## config.mk

```make
export PLATFORM = sky130hd
export DESIGN_NAME = text_cursor_cell_writer_core
export DESIGN_NICKNAME = d
export VERILOG_FILES = /design/src/sv/tccw_pkg.sv /design/src/sv/text_cursor_cell_writer_core.sv /design/src/sv/tccw_front.sv /design/src/sv/tccw_fifo.sv /design/src/sv/tccw_div.sv /design/src/sv/tccw_back.sv
export SDC_FILE = /design/constraint.sdc
export NUM_CORES = 1
export LEC_CHECK = 0
export BUFFER_PORTS_ARGS = -buffer_cell sky130_fd_sc_hd__buf_4
export CORE_MARGIN = 3
export CORE_UTILIZATION = 40
export CTS_BUF_LIST = sky130_fd_sc_hd__clkbuf_16
export DETAILED_ROUTE_END_ITERATION = 8
export GPL_ROUTABILITY_DRIVEN = 1
export RECOVER_POWER = 25
export SLEW_MARGIN = 20
export SYNTH_ARGS = -nofsm -noshare
export SYNTH_HDL_FRONTEND = slang
export SYNTH_SLANG_ARGS = --single-unit
```

## constraint.sdc

```tcl
create_clock -name clk -period 9.95 [get_ports clk]
set_input_delay 1.99 -clock clk [delete_from_list [all_inputs] [get_ports clk]]
set_output_delay 1.99 -clock clk [all_outputs]
set_load 0.1 [all_outputs]
```

## src/sv/tccw_pkg.sv

```systemverilog
package tccw_pkg;

  // Input transaction modes
  localparam logic [1:0] MODE_PUT      = 2'd0;
  localparam logic [1:0] MODE_MOVE     = 2'd1;
  localparam logic [1:0] MODE_MOVE_PUT = 2'd2;

  // Newline code point
  localparam logic [20:0] NEWLINE_CODE = 21'd10;

  // Clamped move targets never exceed 15 bits
  localparam int TGT_BITS = 15;

  // Depth of the command queue between front and back (power of two)
  localparam int QUEUE_DEPTH = 2;

  // Configuration register indexes
  localparam int CFG_INDEX_BITS = 3;
  localparam int CFG_DATA_BITS  = 8;
  localparam logic [CFG_INDEX_BITS-1:0] CFG_WRAP_ENABLE  = 3'd0;
  localparam logic [CFG_INDEX_BITS-1:0] CFG_VIEW_WIDTH   = 3'd1;
  localparam logic [CFG_INDEX_BITS-1:0] CFG_VIEW_HEIGHT  = 3'd2;
  localparam logic [CFG_INDEX_BITS-1:0] CFG_ORIGIN_X     = 3'd3;
  localparam logic [CFG_INDEX_BITS-1:0] CFG_ORIGIN_Y     = 3'd4;
  localparam logic [CFG_INDEX_BITS-1:0] CFG_TERM_WIDTH   = 3'd5;
  localparam logic [CFG_INDEX_BITS-1:0] CFG_TERM_HEIGHT  = 3'd6;
  localparam logic [CFG_INDEX_BITS-1:0] CFG_DRAW_FRAME   = 3'd7;

  typedef struct packed {
    logic       wrap_enable;
    logic [7:0] view_width;
    logic [7:0] view_height;
    logic [7:0] origin_x;
    logic [7:0] origin_y;
    logic [7:0] term_width;
    logic [7:0] term_height;
    logic       draw_frame;
  } cfg_t;

  localparam cfg_t CFG_RESET = '{
    wrap_enable:  1'b1,
    view_width:   8'd80,
    view_height:  8'd25,
    origin_x:     8'd0,
    origin_y:     8'd0,
    term_width:   8'd80,
    term_height:  8'd25,
    draw_frame:   1'b0
  };

  typedef struct packed {
    logic [1:0]         mode;
    logic signed [15:0] target_x;
    logic signed [15:0] target_y;
    logic [20:0]        code_point;
    logic [15:0]        attribute;
  } in_item_t;

  typedef struct packed {
    logic        write_valid;
    logic        write_frame;
    logic [15:0] write_index;
    logic [20:0] write_char;
    logic [15:0] write_attr;
    logic [15:0] pen_col;
    logic [15:0] pen_row;
  } out_item_t;

  // Classified command handed from front to back
  typedef struct packed {
    logic                do_move;
    logic                do_put;
    logic                newline;
    logic [TGT_BITS-1:0] tx;
    logic [TGT_BITS-1:0] ty;
    logic [20:0]         ch;
    logic [15:0]         attr;
  } cmd_t;

endpackage

```

## src/sv/text_cursor_cell_writer_core.sv

```systemverilog
// Pen-driven character cell writer for a clipped view of a text terminal.
// Input channel (in_valid/in_ready/in_data): one transaction per move, put
// or move-then-put. Output channel (out_valid/out_ready/out_data): exactly
// one transaction per input, carrying the optional cell write and the pen
// position after the item. Configuration (cfg_we/cfg_index/cfg_wdata) is a
// plain write port; the user must write it only while the block is idle,
// which the block itself does not enforce. A front stage classifies and
// clamps items into a two-entry queue; a back sequencer carries them out.
// Each wrap adds a pass of the bit-serial pen divider (one quotient bit per
// cycle). The back sequencer takes the next item from the queue only once
// the last result has been loaded into the output register.
// Reset clears the pen to the origin of the view, empties the queue and
// restores the register defaults. When the receiver stalls, the finished
// result holds in the output register while the queue keeps taking input;
// the block stops taking input once the queue is full.
module text_cursor_cell_writer_core
  import tccw_pkg::*;
#(
  parameter int FRAME_COUNT = 2,
  parameter int COORD_BITS  = 16
) (
  input  logic                      clk,
  input  logic                      rst_n,
  input  logic                      in_valid,
  output logic                      in_ready,
  input  in_item_t                  in_data,
  output logic                      out_valid,
  input  logic                      out_ready,
  output out_item_t                 out_data,
  input  logic                      cfg_we,
  input  logic [CFG_INDEX_BITS-1:0] cfg_index,
  input  logic [CFG_DATA_BITS-1:0]  cfg_wdata
);

  cfg_t cfg_r;
  logic q_full;
  logic q_empty;
  logic q_push;
  logic q_pop;
  cmd_t q_in;
  cmd_t q_out;

  // Configuration registers
  always_ff @(posedge clk) begin
    if (!rst_n) begin
      cfg_r <= CFG_RESET;
    end else if (cfg_we) begin
      case (cfg_index)
        CFG_WRAP_ENABLE:  cfg_r.wrap_enable  <= cfg_wdata[0];
        CFG_VIEW_WIDTH:   cfg_r.view_width   <= cfg_wdata;
        CFG_VIEW_HEIGHT:  cfg_r.view_height  <= cfg_wdata;
        CFG_ORIGIN_X:     cfg_r.origin_x     <= cfg_wdata;
        CFG_ORIGIN_Y:     cfg_r.origin_y     <= cfg_wdata;
        CFG_TERM_WIDTH:   cfg_r.term_width   <= cfg_wdata;
        CFG_TERM_HEIGHT:  cfg_r.term_height  <= cfg_wdata;
        CFG_DRAW_FRAME:   cfg_r.draw_frame   <= cfg_wdata[0];
        default: begin
        end
      endcase
    end
  end

  // Front: accept and classify
  tccw_front u_front (
    .clk      (clk),
    .rst_n    (rst_n),
    .in_valid (in_valid),
    .in_ready (in_ready),
    .in_data  (in_data),
    .q_full   (q_full),
    .q_push   (q_push),
    .q_cmd    (q_in)
  );

  // Command queue
  tccw_fifo u_fifo (
    .clk       (clk),
    .rst_n     (rst_n),
    .push      (q_push),
    .push_data (q_in),
    .full      (q_full),
    .pop       (q_pop),
    .pop_data  (q_out),
    .empty     (q_empty)
  );

  // Back: pen update, clipping and result register
  tccw_back #(
    .FRAME_COUNT (FRAME_COUNT),
    .COORD_BITS  (COORD_BITS)
  ) u_back (
    .clk       (clk),
    .rst_n     (rst_n),
    .cfg       (cfg_r),
    .q_empty   (q_empty),
    .q_cmd     (q_out),
    .q_pop     (q_pop),
    .out_valid (out_valid),
    .out_ready (out_ready),
    .out_data  (out_data)
  );

endmodule

```

## src/sv/tccw_front.sv

```systemverilog
module tccw_front
  import tccw_pkg::*;
(
  input  logic     clk,
  input  logic     rst_n,
  input  logic     in_valid,
  output logic     in_ready,
  input  in_item_t in_data,
  input  logic     q_full,
  output logic     q_push,
  output cmd_t     q_cmd
);

  // Take a transaction whenever the queue has room
  assign in_ready = !q_full;
  assign q_push   = in_valid && !q_full;

  // Decode mode and clamp negative targets to zero
  always_comb begin
    q_cmd = '0;
    case (in_data.mode)
      MODE_PUT: begin
        q_cmd.do_put = 1'b1;
      end
      MODE_MOVE: begin
        q_cmd.do_move = 1'b1;
      end
      MODE_MOVE_PUT: begin
        q_cmd.do_move = 1'b1;
        q_cmd.do_put  = 1'b1;
      end
      default: begin
        // unused mode: item passes through with no effect
      end
    endcase
    q_cmd.newline = (in_data.code_point == NEWLINE_CODE);
    q_cmd.tx      = in_data.target_x[15] ? '0 : in_data.target_x[TGT_BITS-1:0];
    q_cmd.ty      = in_data.target_y[15] ? '0 : in_data.target_y[TGT_BITS-1:0];
    q_cmd.ch      = in_data.code_point;
    q_cmd.attr    = in_data.attribute;
  end

  // Pushes only ever happen with room in the queue
  ap_push_room: assert property (@(posedge clk) disable iff (!rst_n)
    q_push |-> in_ready)
    else $error("push into full queue");

endmodule

```

## src/sv/tccw_fifo.sv

```systemverilog
module tccw_fifo
  import tccw_pkg::*;
(
  input  logic clk,
  input  logic rst_n,
  input  logic push,
  input  cmd_t push_data,
  output logic full,
  input  logic pop,
  output cmd_t pop_data,
  output logic empty
);

  localparam int AW = (QUEUE_DEPTH > 1) ? $clog2(QUEUE_DEPTH) : 1;
  localparam int CW = $clog2(QUEUE_DEPTH + 1);

  cmd_t          mem_r [QUEUE_DEPTH];
  logic [AW-1:0] wr_ptr_r;
  logic [AW-1:0] rd_ptr_r;
  logic [CW-1:0] count_r;

  assign full     = (count_r == CW'(QUEUE_DEPTH));
  assign empty    = (count_r == '0);
  assign pop_data = mem_r[rd_ptr_r];

  // Storage
  always_ff @(posedge clk) begin
    if (push) begin
      mem_r[wr_ptr_r] <= push_data;
    end
  end

  // Pointers and fill count
  always_ff @(posedge clk) begin
    if (!rst_n) begin
      wr_ptr_r <= '0;
      rd_ptr_r <= '0;
      count_r  <= '0;
    end else begin
      if (push) begin
        wr_ptr_r <= wr_ptr_r + 1'b1;
      end
      if (pop) begin
        rd_ptr_r <= rd_ptr_r + 1'b1;
      end
      if (push && !pop) begin
        count_r <= count_r + 1'b1;
      end else if (pop && !push) begin
        count_r <= count_r - 1'b1;
      end
    end
  end

  ap_count_bound: assert property (@(posedge clk) disable iff (!rst_n)
    count_r <= CW'(QUEUE_DEPTH))
    else $error("queue count beyond depth");

endmodule

```

## src/sv/tccw_div.sv

```systemverilog
module tccw_div #(
  parameter int W = 16
) (
  input  logic         clk,
  input  logic         rst_n,
  input  logic         start,
  input  logic [W-1:0] dividend,
  input  logic [7:0]   divisor,
  output logic         done,
  output logic [W-1:0] quotient,
  output logic [7:0]   remainder
);

  localparam int CW = $clog2(W);

  logic          busy_r;
  logic          done_r;
  logic [CW-1:0] cnt_r;
  logic [W-1:0]  dvd_r;
  logic [7:0]    rem_r;
  logic [7:0]    dvs_r;
  logic [8:0]    shifted;
  logic [8:0]    diff;
  logic          q_bit;
  logic [7:0]    rem_nxt;

  // One restoring step: bring down the next dividend bit
  always_comb begin
    shifted = {rem_r, dvd_r[W-1]};
    diff    = shifted - {1'b0, dvs_r};
    q_bit   = (shifted >= {1'b0, dvs_r});
    rem_nxt = q_bit ? diff[7:0] : shifted[7:0];
  end

  // Quotient bits shift in where dividend bits leave
  always_ff @(posedge clk) begin
    if (!rst_n) begin
      busy_r <= 1'b0;
      done_r <= 1'b0;
      cnt_r  <= '0;
    end else begin
      done_r <= !start && busy_r && (cnt_r == CW'(W - 1));
      if (start) begin
        busy_r <= 1'b1;
        cnt_r  <= '0;
      end else if (busy_r) begin
        cnt_r <= cnt_r + 1'b1;
        if (cnt_r == CW'(W - 1)) begin
          busy_r <= 1'b0;
        end
      end
    end
  end

  always_ff @(posedge clk) begin
    if (start) begin
      dvd_r <= dividend;
      rem_r <= '0;
      dvs_r <= divisor;
    end else if (busy_r) begin
      dvd_r <= {dvd_r[W-2:0], q_bit};
      rem_r <= rem_nxt;
    end
  end

  assign done      = done_r;
  assign quotient  = dvd_r;
  assign remainder = rem_r;

  ap_rem_below: assert property (@(posedge clk) disable iff (!rst_n)
    done_r |-> (rem_r < dvs_r))
    else $error("remainder not below divisor");

endmodule

```

## src/sv/tccw_back.sv

```systemverilog
module tccw_back
  import tccw_pkg::*;
#(
  parameter int FRAME_COUNT = 2,
  parameter int COORD_BITS  = 16
) (
  input  logic      clk,
  input  logic      rst_n,
  input  cfg_t      cfg,
  input  logic      q_empty,
  input  cmd_t      q_cmd,
  output logic      q_pop,
  output logic      out_valid,
  input  logic      out_ready,
  output out_item_t out_data
);

  localparam int EW = (COORD_BITS > TGT_BITS) ? COORD_BITS : TGT_BITS;
  localparam int PW = COORD_BITS + 16;
  localparam logic [EW-1:0] CMAX_EXT = EW'({COORD_BITS{1'b1}});

  localparam logic [2:0] S_IDLE = 3'd0;
  localparam logic [2:0] S_PUT  = 3'd1;
  localparam logic [2:0] S_CHK  = 3'd2;
  localparam logic [2:0] S_DIV  = 3'd3;
  localparam logic [2:0] S_OUT  = 3'd4;

  logic [2:0]            state_r;
  cmd_t                  cmd_r;
  logic                  put_pend_r;
  logic [COORD_BITS-1:0] pen_x_r;
  logic [COORD_BITS-1:0] pen_y_r;
  logic                  wr_valid_r;
  logic                  wr_frame_r;
  logic [15:0]           wr_index_r;
  logic [20:0]           wr_char_r;
  logic [15:0]           wr_attr_r;
  logic                  out_valid_r;
  out_item_t             out_r;

  logic                  div_start;
  logic                  div_done;
  logic [COORD_BITS-1:0] div_quo;
  logic [7:0]            div_rem;

  logic                  need_wrap;
  logic                  in_view;
  logic [8:0]            cx;
  logic [8:0]            cy;
  logic                  in_term;
  logic [15:0]           cell_prod;
  logic [15:0]           cell_index;
  logic [COORD_BITS:0]   x_inc;
  logic [COORD_BITS:0]   y_inc;
  logic [COORD_BITS:0]   y_wrap;
  logic [COORD_BITS-1:0] x_inc_sat;
  logic [COORD_BITS-1:0] y_inc_sat;
  logic [COORD_BITS-1:0] y_wrap_sat;
  logic                  frame_sel;
  logic                  out_free;
  logic                  out_load;
  logic [PW-1:0]         px_ext;
  logic [PW-1:0]         py_ext;

  // Saturate a clamped target into the pen range
  function automatic logic [COORD_BITS-1:0] clamp_max(input logic [TGT_BITS-1:0] v);
    logic [EW-1:0] e;
    e = EW'(v);
    if (e > CMAX_EXT) begin
      clamp_max = '1;
    end else begin
      clamp_max = COORD_BITS'(e);
    end
  endfunction

  // Wrap check, view and terminal clipping, cell address
  always_comb begin
    need_wrap  = cfg.wrap_enable && (cfg.view_width != '0) &&
                 (pen_x_r >= COORD_BITS'(cfg.view_width));
    in_view    = (pen_x_r < COORD_BITS'(cfg.view_width)) &&
                 (pen_y_r < COORD_BITS'(cfg.view_height));
    cx         = {1'b0, pen_x_r[7:0]} + {1'b0, cfg.origin_x};
    cy         = {1'b0, pen_y_r[7:0]} + {1'b0, cfg.origin_y};
    in_term    = (cx < {1'b0, cfg.term_width}) && (cy < {1'b0, cfg.term_height});
    cell_prod  = {8'b0, cy[7:0]} * {8'b0, cfg.term_width};
    cell_index = cell_prod + {8'b0, cx[7:0]};
    frame_sel  = (FRAME_COUNT > 1) ? cfg.draw_frame : 1'b0;
  end

  // Saturating pen arithmetic
  always_comb begin
    x_inc      = {1'b0, pen_x_r} + 1'b1;
    y_inc      = {1'b0, pen_y_r} + 1'b1;
    y_wrap     = {1'b0, pen_y_r} + {1'b0, div_quo};
    x_inc_sat  = x_inc[COORD_BITS] ? '1 : x_inc[COORD_BITS-1:0];
    y_inc_sat  = y_inc[COORD_BITS] ? '1 : y_inc[COORD_BITS-1:0];
    y_wrap_sat = y_wrap[COORD_BITS] ? '1 : y_wrap[COORD_BITS-1:0];
  end

  assign q_pop     = (state_r == S_IDLE) && !q_empty;
  assign div_start = (state_r == S_CHK) && need_wrap;
  assign out_free  = !out_valid_r || out_ready;
  assign out_load  = (state_r == S_OUT) && out_free;
  assign px_ext    = PW'(pen_x_r);
  assign py_ext    = PW'(pen_y_r);

  // Pen division unit for wrapping
  tccw_div #(
    .W (COORD_BITS)
  ) u_div (
    .clk       (clk),
    .rst_n     (rst_n),
    .start     (div_start),
    .dividend  (pen_x_r),
    .divisor   (cfg.view_width),
    .done      (div_done),
    .quotient  (div_quo),
    .remainder (div_rem)
  );

  // Command sequencer
  always_ff @(posedge clk) begin
    if (!rst_n) begin
      state_r     <= S_IDLE;
      put_pend_r  <= 1'b0;
      pen_x_r     <= '0;
      pen_y_r     <= '0;
      wr_valid_r  <= 1'b0;
      out_valid_r <= 1'b0;
    end else begin
      if (out_load) begin
        out_valid_r <= 1'b1;
      end else if (out_ready) begin
        out_valid_r <= 1'b0;
      end
      case (state_r)
        S_IDLE: begin
          if (!q_empty) begin
            cmd_r      <= q_cmd;
            put_pend_r <= q_cmd.do_put;
            wr_valid_r <= 1'b0;
            wr_frame_r <= 1'b0;
            wr_index_r <= '0;
            wr_char_r  <= '0;
            wr_attr_r  <= '0;
            if (q_cmd.do_move) begin
              pen_x_r <= clamp_max(q_cmd.tx);
              pen_y_r <= clamp_max(q_cmd.ty);
              state_r <= S_CHK;
            end else if (q_cmd.do_put) begin
              state_r <= S_PUT;
            end else begin
              state_r <= S_OUT;
            end
          end
        end
        S_PUT: begin
          put_pend_r <= 1'b0;
          if (cmd_r.newline) begin
            pen_x_r <= '0;
            pen_y_r <= y_inc_sat;
            state_r <= S_OUT;
          end else begin
            if (in_view && in_term) begin
              wr_valid_r <= 1'b1;
              wr_frame_r <= frame_sel;
              wr_index_r <= cell_index;
              wr_char_r  <= cmd_r.ch;
              wr_attr_r  <= cmd_r.attr;
            end
            pen_x_r <= x_inc_sat;
            state_r <= S_CHK;
          end
        end
        S_CHK: begin
          if (need_wrap) begin
            state_r <= S_DIV;
          end else if (put_pend_r) begin
            state_r <= S_PUT;
          end else begin
            state_r <= S_OUT;
          end
        end
        S_DIV: begin
          if (div_done) begin
            pen_x_r <= COORD_BITS'(div_rem);
            pen_y_r <= y_wrap_sat;
            state_r <= put_pend_r ? S_PUT : S_OUT;
          end
        end
        S_OUT: begin
          if (out_free) begin
            out_r.write_valid <= wr_valid_r;
            out_r.write_frame <= wr_frame_r;
            out_r.write_index <= wr_index_r;
            out_r.write_char  <= wr_char_r;
            out_r.write_attr  <= wr_attr_r;
            out_r.pen_col     <= px_ext[15:0];
            out_r.pen_row     <= py_ext[15:0];
            state_r           <= S_IDLE;
          end
        end
        default: begin
          state_r <= S_IDLE;
        end
      endcase
    end
  end

  assign out_valid = out_valid_r;
  assign out_data  = out_r;

  ap_pop_nonempty: assert property (@(posedge clk) disable iff (!rst_n)
    q_pop |-> !q_empty)
    else $error("pop from empty queue");

  ap_wrap_in_view: assert property (@(posedge clk) disable iff (!rst_n)
    (state_r == S_DIV) && div_done |=> (pen_x_r < COORD_BITS'(cfg.view_width)))
    else $error("pen column not inside view after wrap");

  ap_no_newline_write: assert property (@(posedge clk) disable iff (!rst_n)
    out_valid_r && out_r.write_valid |-> (out_r.write_char != NEWLINE_CODE))
    else $error("newline issued as a cell write");

endmodule

```

==> run_results.csv <==
group,metric,value,unit
outcome,status,"finished, final reports clean",
synth,synth_ff_type,"edfxtp_1",
synth,syn_inst,1823,
synth,yosys.area.top_type_share,47.1,%
critical_path,cpPeakStageDelay,0.58,ns
synth,synth_edf_count,343,
sta,final.setup_skew,0.0225,ns
sta,maxSlewViolCount,0,
floorplan,io-pin-count,176,
global_route,antenna_found_initial,0,
power,clkPwrFrac,26.3,%
sta,final_hold_viol_count,0,
synth,ys_seq_area_share,56.9,%
critical_path,cp_cell_sequence,"ha_1 -> inv_1 -> fa_1 -> inv_1 -> a21o_1 -> a21oi_1 -> o21a_1 -> xnor2_1 -> nand2_1 -> fa_1 -> inv_1 -> fa_1 -> inv_1 -> fa_1 -> fa_1 -> inv_1 -> ha_1 -> o21a_1 -> o21ai_0 -> nor3b_1 -> o311a_1 -> a21oi_1 -> or3_1 -> a21oi_1",
synth,synth_largest_area_cell,"edfxtp_1",
clock_network,cts_setup_buffers,0,
place,gp_congestion,0.855,
synth,async_reset_ff_share,0,%
synth,ys_warn_count,0,
routing,drc,0,
clock_network,ctsLongestPathBuffers,3,
power,switching_share,36.5,%
finish,finalNetCount,2245,
critical_path,cp_num_buf_inv,5,
floorplan,chipWidth,240,µm
clock_network,clk_latency,0.58,ns
routing,vias,14280,
critical_path,crit_slowest_cell,"xnor2_1",
finish,area_growth,16.5,%
synth,syn-num-nets,2069,
sta,setup_violations,0,
floorplan,dieArea,57500,µm²
flow_run,maxCapViolCount,0,
sta,finalCritPeriodShare,67.3,%
synth,yosys-top-cells-area,"edfxtp_1 (47%), dfxtp_1 (9.8%), ha_1 (6.4%), fa_1 (4.4%), nand2_1 (3.1%)",
routing,drt.antenna.violating_nets,0,
critical_path,worst_ep_arrival_time,7.12,ns
power,power,7.01,mW
floorplan,initial_utilization,40.6,%
routing,routedWlPerCell,19.2,µm
global_route,grt_use_total,18.3,%
sta,finalCriticalPeriod,6.69,ns
synth,synth_cell_types,68,
clock_network,numCtsBuffers,49,
synth,synthTopCellsByCount,"edfxtp_1 (343), nand2_1 (182), inv_1 (140)",
global_route,grt_pass1_wl,82200,µm
clock_network,cts.clk_slew.worst_paths,0.07,ns
power,leakage,9.85,nW
power,combPwrFrac,34.3,%
place,dp_cells,2644,
critical_path,end_kind,"flip-flop",
floorplan,core_area,53900,µm²
critical_path,cp_top_family,"adder cells",
sta,tns,0,ns
global_route,grt_overflow,0,
critical_path,critPathRequiredTime,10.38,ns
sta,worst_pin_slew,1.06,ns
synth,ys_seq_elements,450,
sta,relSlewSlack,29.3,%
clock_network,cts_resized,0,
floorplan,die_y,240,µm
clock_network,cts_htree_levels,2,
finish,diodes,0,
clock_network,cts.hold.buffers_added,0,
place,hpwl,36000,µm
power,peakVddDrop,163,µV
sta,rsz0062_at_grt,"no",
power,p_sw,2.56,mW
synth,synth.most_common_cell,"edfxtp_1",
global_route,grt_pass1_vias,14760,
finish,instances_no_fill,2735,
min_path,hold_path.class,"reg -> reg",
clock_network,cts_tree,"built",
floorplan,num_rows,85,
power,intPower,4.45,mW
power,power_frac_seq,39.4,%
routing,drt_iter0_drc,961,
global_route,grt_max_degree,81,
critical_path,setup.worst_path.class,"reg -> reg",
clock_network,clkSinkCount,450,
finish,drive_gt1_share,15.7,%
power,power.density,275,nW/µm²
critical_path,start_kind,"flip-flop",
place,io_buffers,175,
clock_network,cts_root_buffer,"clkbuf_16",
routing,dr.pass1.iters,5,
routing,wirelength,52400,µm
synth,netlist_area,21900,µm²
routing,via_per_inst,5.22,
synth,syn_avg_cell_area,12.0,µm²
finish,final_core_util,47.3,%
sta,fmax,0.149,GHz
critical_path,critPathMaxFanout,9,
area by class of cell:
class                           instances  area, µm²
Fill cell                            4835      28400
Sequential cell                       450      12400
Multi-Input combinational cell       1166       8680
Timing Repair Buffer                  192       1340
Clock buffer                           50       1250
Tap cell                              696        871
Inverter                              140        526
Clock inverter                         41        375
kinds of logic after synthesis:
group	after synthesis	share of synthesized area, %
simple gates	532	12.0
flops	450	56.9
compound gates	332	9.81
buf+inv	207	3.71
fa+ha+maj	159	10.7
mux	88	4.62
xor+xnor	55	2.20
final timing paths:
kind                                             from               endpoint  slack (ns)  depth (start not counted)
worst max-delay path                u_back.pen_y_r[0]  u_back.wr_index_r[15]        3.26                         24
worst min-delay path            u_back.wr_index_r[14]    u_back.out_data[83]        0.40                          0
worst max register to register      u_back.pen_y_r[0]  u_back.wr_index_r[15]        3.26                         24
worst min register to register  u_back.wr_index_r[14]    u_back.out_data[83]        0.40                          0
routing by layer:
metal | wire length (µm) | global-route usage (%) | vias up
li1 | - | - | 6859
met1 | 22700 | 24.0 | 6949
met2 | 25400 | 30.7 | 371
met3 | 2620 | 2.88 | 101
met4 | 1670 | 6.70 | 0
met5 | 0 | 0 | -
flip-flops by register name (all words and copies together), names as in the netlist, named ones only:
register                cells
u_back.state_r              3
u_back.wr_valid_r           1
u_back.u_div.busy_r         1
u_fifo.wr_ptr_r             1
u_back.pen_y_r             16
u_back.u_div.remainder      8
u_back.wr_char_r           21
u_back.cmd_r               38
u_fifo.rd_ptr_r             1
u_back.u_div.quotient      16
u_back.put_pend_r           1
u_back.wr_index_r          16
u_back.wr_attr_r           16
u_fifo.count_r              2
u_back.out_data            87
cfg_r                      50
u_back.u_div.cnt_r          4
u_back.wr_frame_r           1
u_back.u_div.dvs_r          8
u_back.u_div.done           1
u_back.pen_x_r             16
u_back.out_valid            1
u_fifo.mem_r              140
cell usage in the layout (no fill, tap or decap), types with 11 or more instances in the layout:
master	instances
a211oi_1	19
a21boi_0	44
a21o_1	22
a21oi_1	86
and2_1	77
and3_1	12
buf_4	152
clkbuf_1	28
clkbuf_16	50
clkbuf_4	12
clkinv_2	11
dfxtp_1	106
edfxtp_1	343
fa_1	48
ha_1	111
inv_1	153
mux2_2	48
mux2_4	14
mux2i_1	26
nand2_1	182
nand2b_1	16
nand3_1	32
nand4_1	18
nor2_1	79
nor2b_1	52
nor3_1	26
nor4_1	13
o21ai_0	78
xnor2_1	38
xor2_1	17
metrics by stage:
step	instance area [µm²]	setup slack, ns	hold slack, ns
after CTS	25600	3.31	0.410
after detailed placement	24000	3.32	0.405
after floorplan	21900	3.19	0.400
after global routing	25500	2.72	0.424
final	25500	3.26	0.404
after global placement	23900	3.56	0.401
worst reg2reg max path: cells and delay by family (launching register included):
kind	cells	cell delay [ns]
flip-flops	1	0.49
adder cells (fa/ha/maj)	7	3.00
XOR/XNOR	1	0.58
AND/OR/NAND/NOR	3	0.88
AO/OA/AOI/OAI	8	1.33
buffers and inverters	5	0.27
power by group through the flow:
stage               sequential (mW)  combinational [mW]  clock, mW
finish                         2.76                2.40       1.84
global route                   2.80                2.66       1.97
CTS                            2.76                2.43       1.89
detailed placement             2.80                2.42          0
global placement               2.79                2.36          0
floorplan                      2.96                1.55          0
Note: power is estimated with default switching activity, not from simulation.
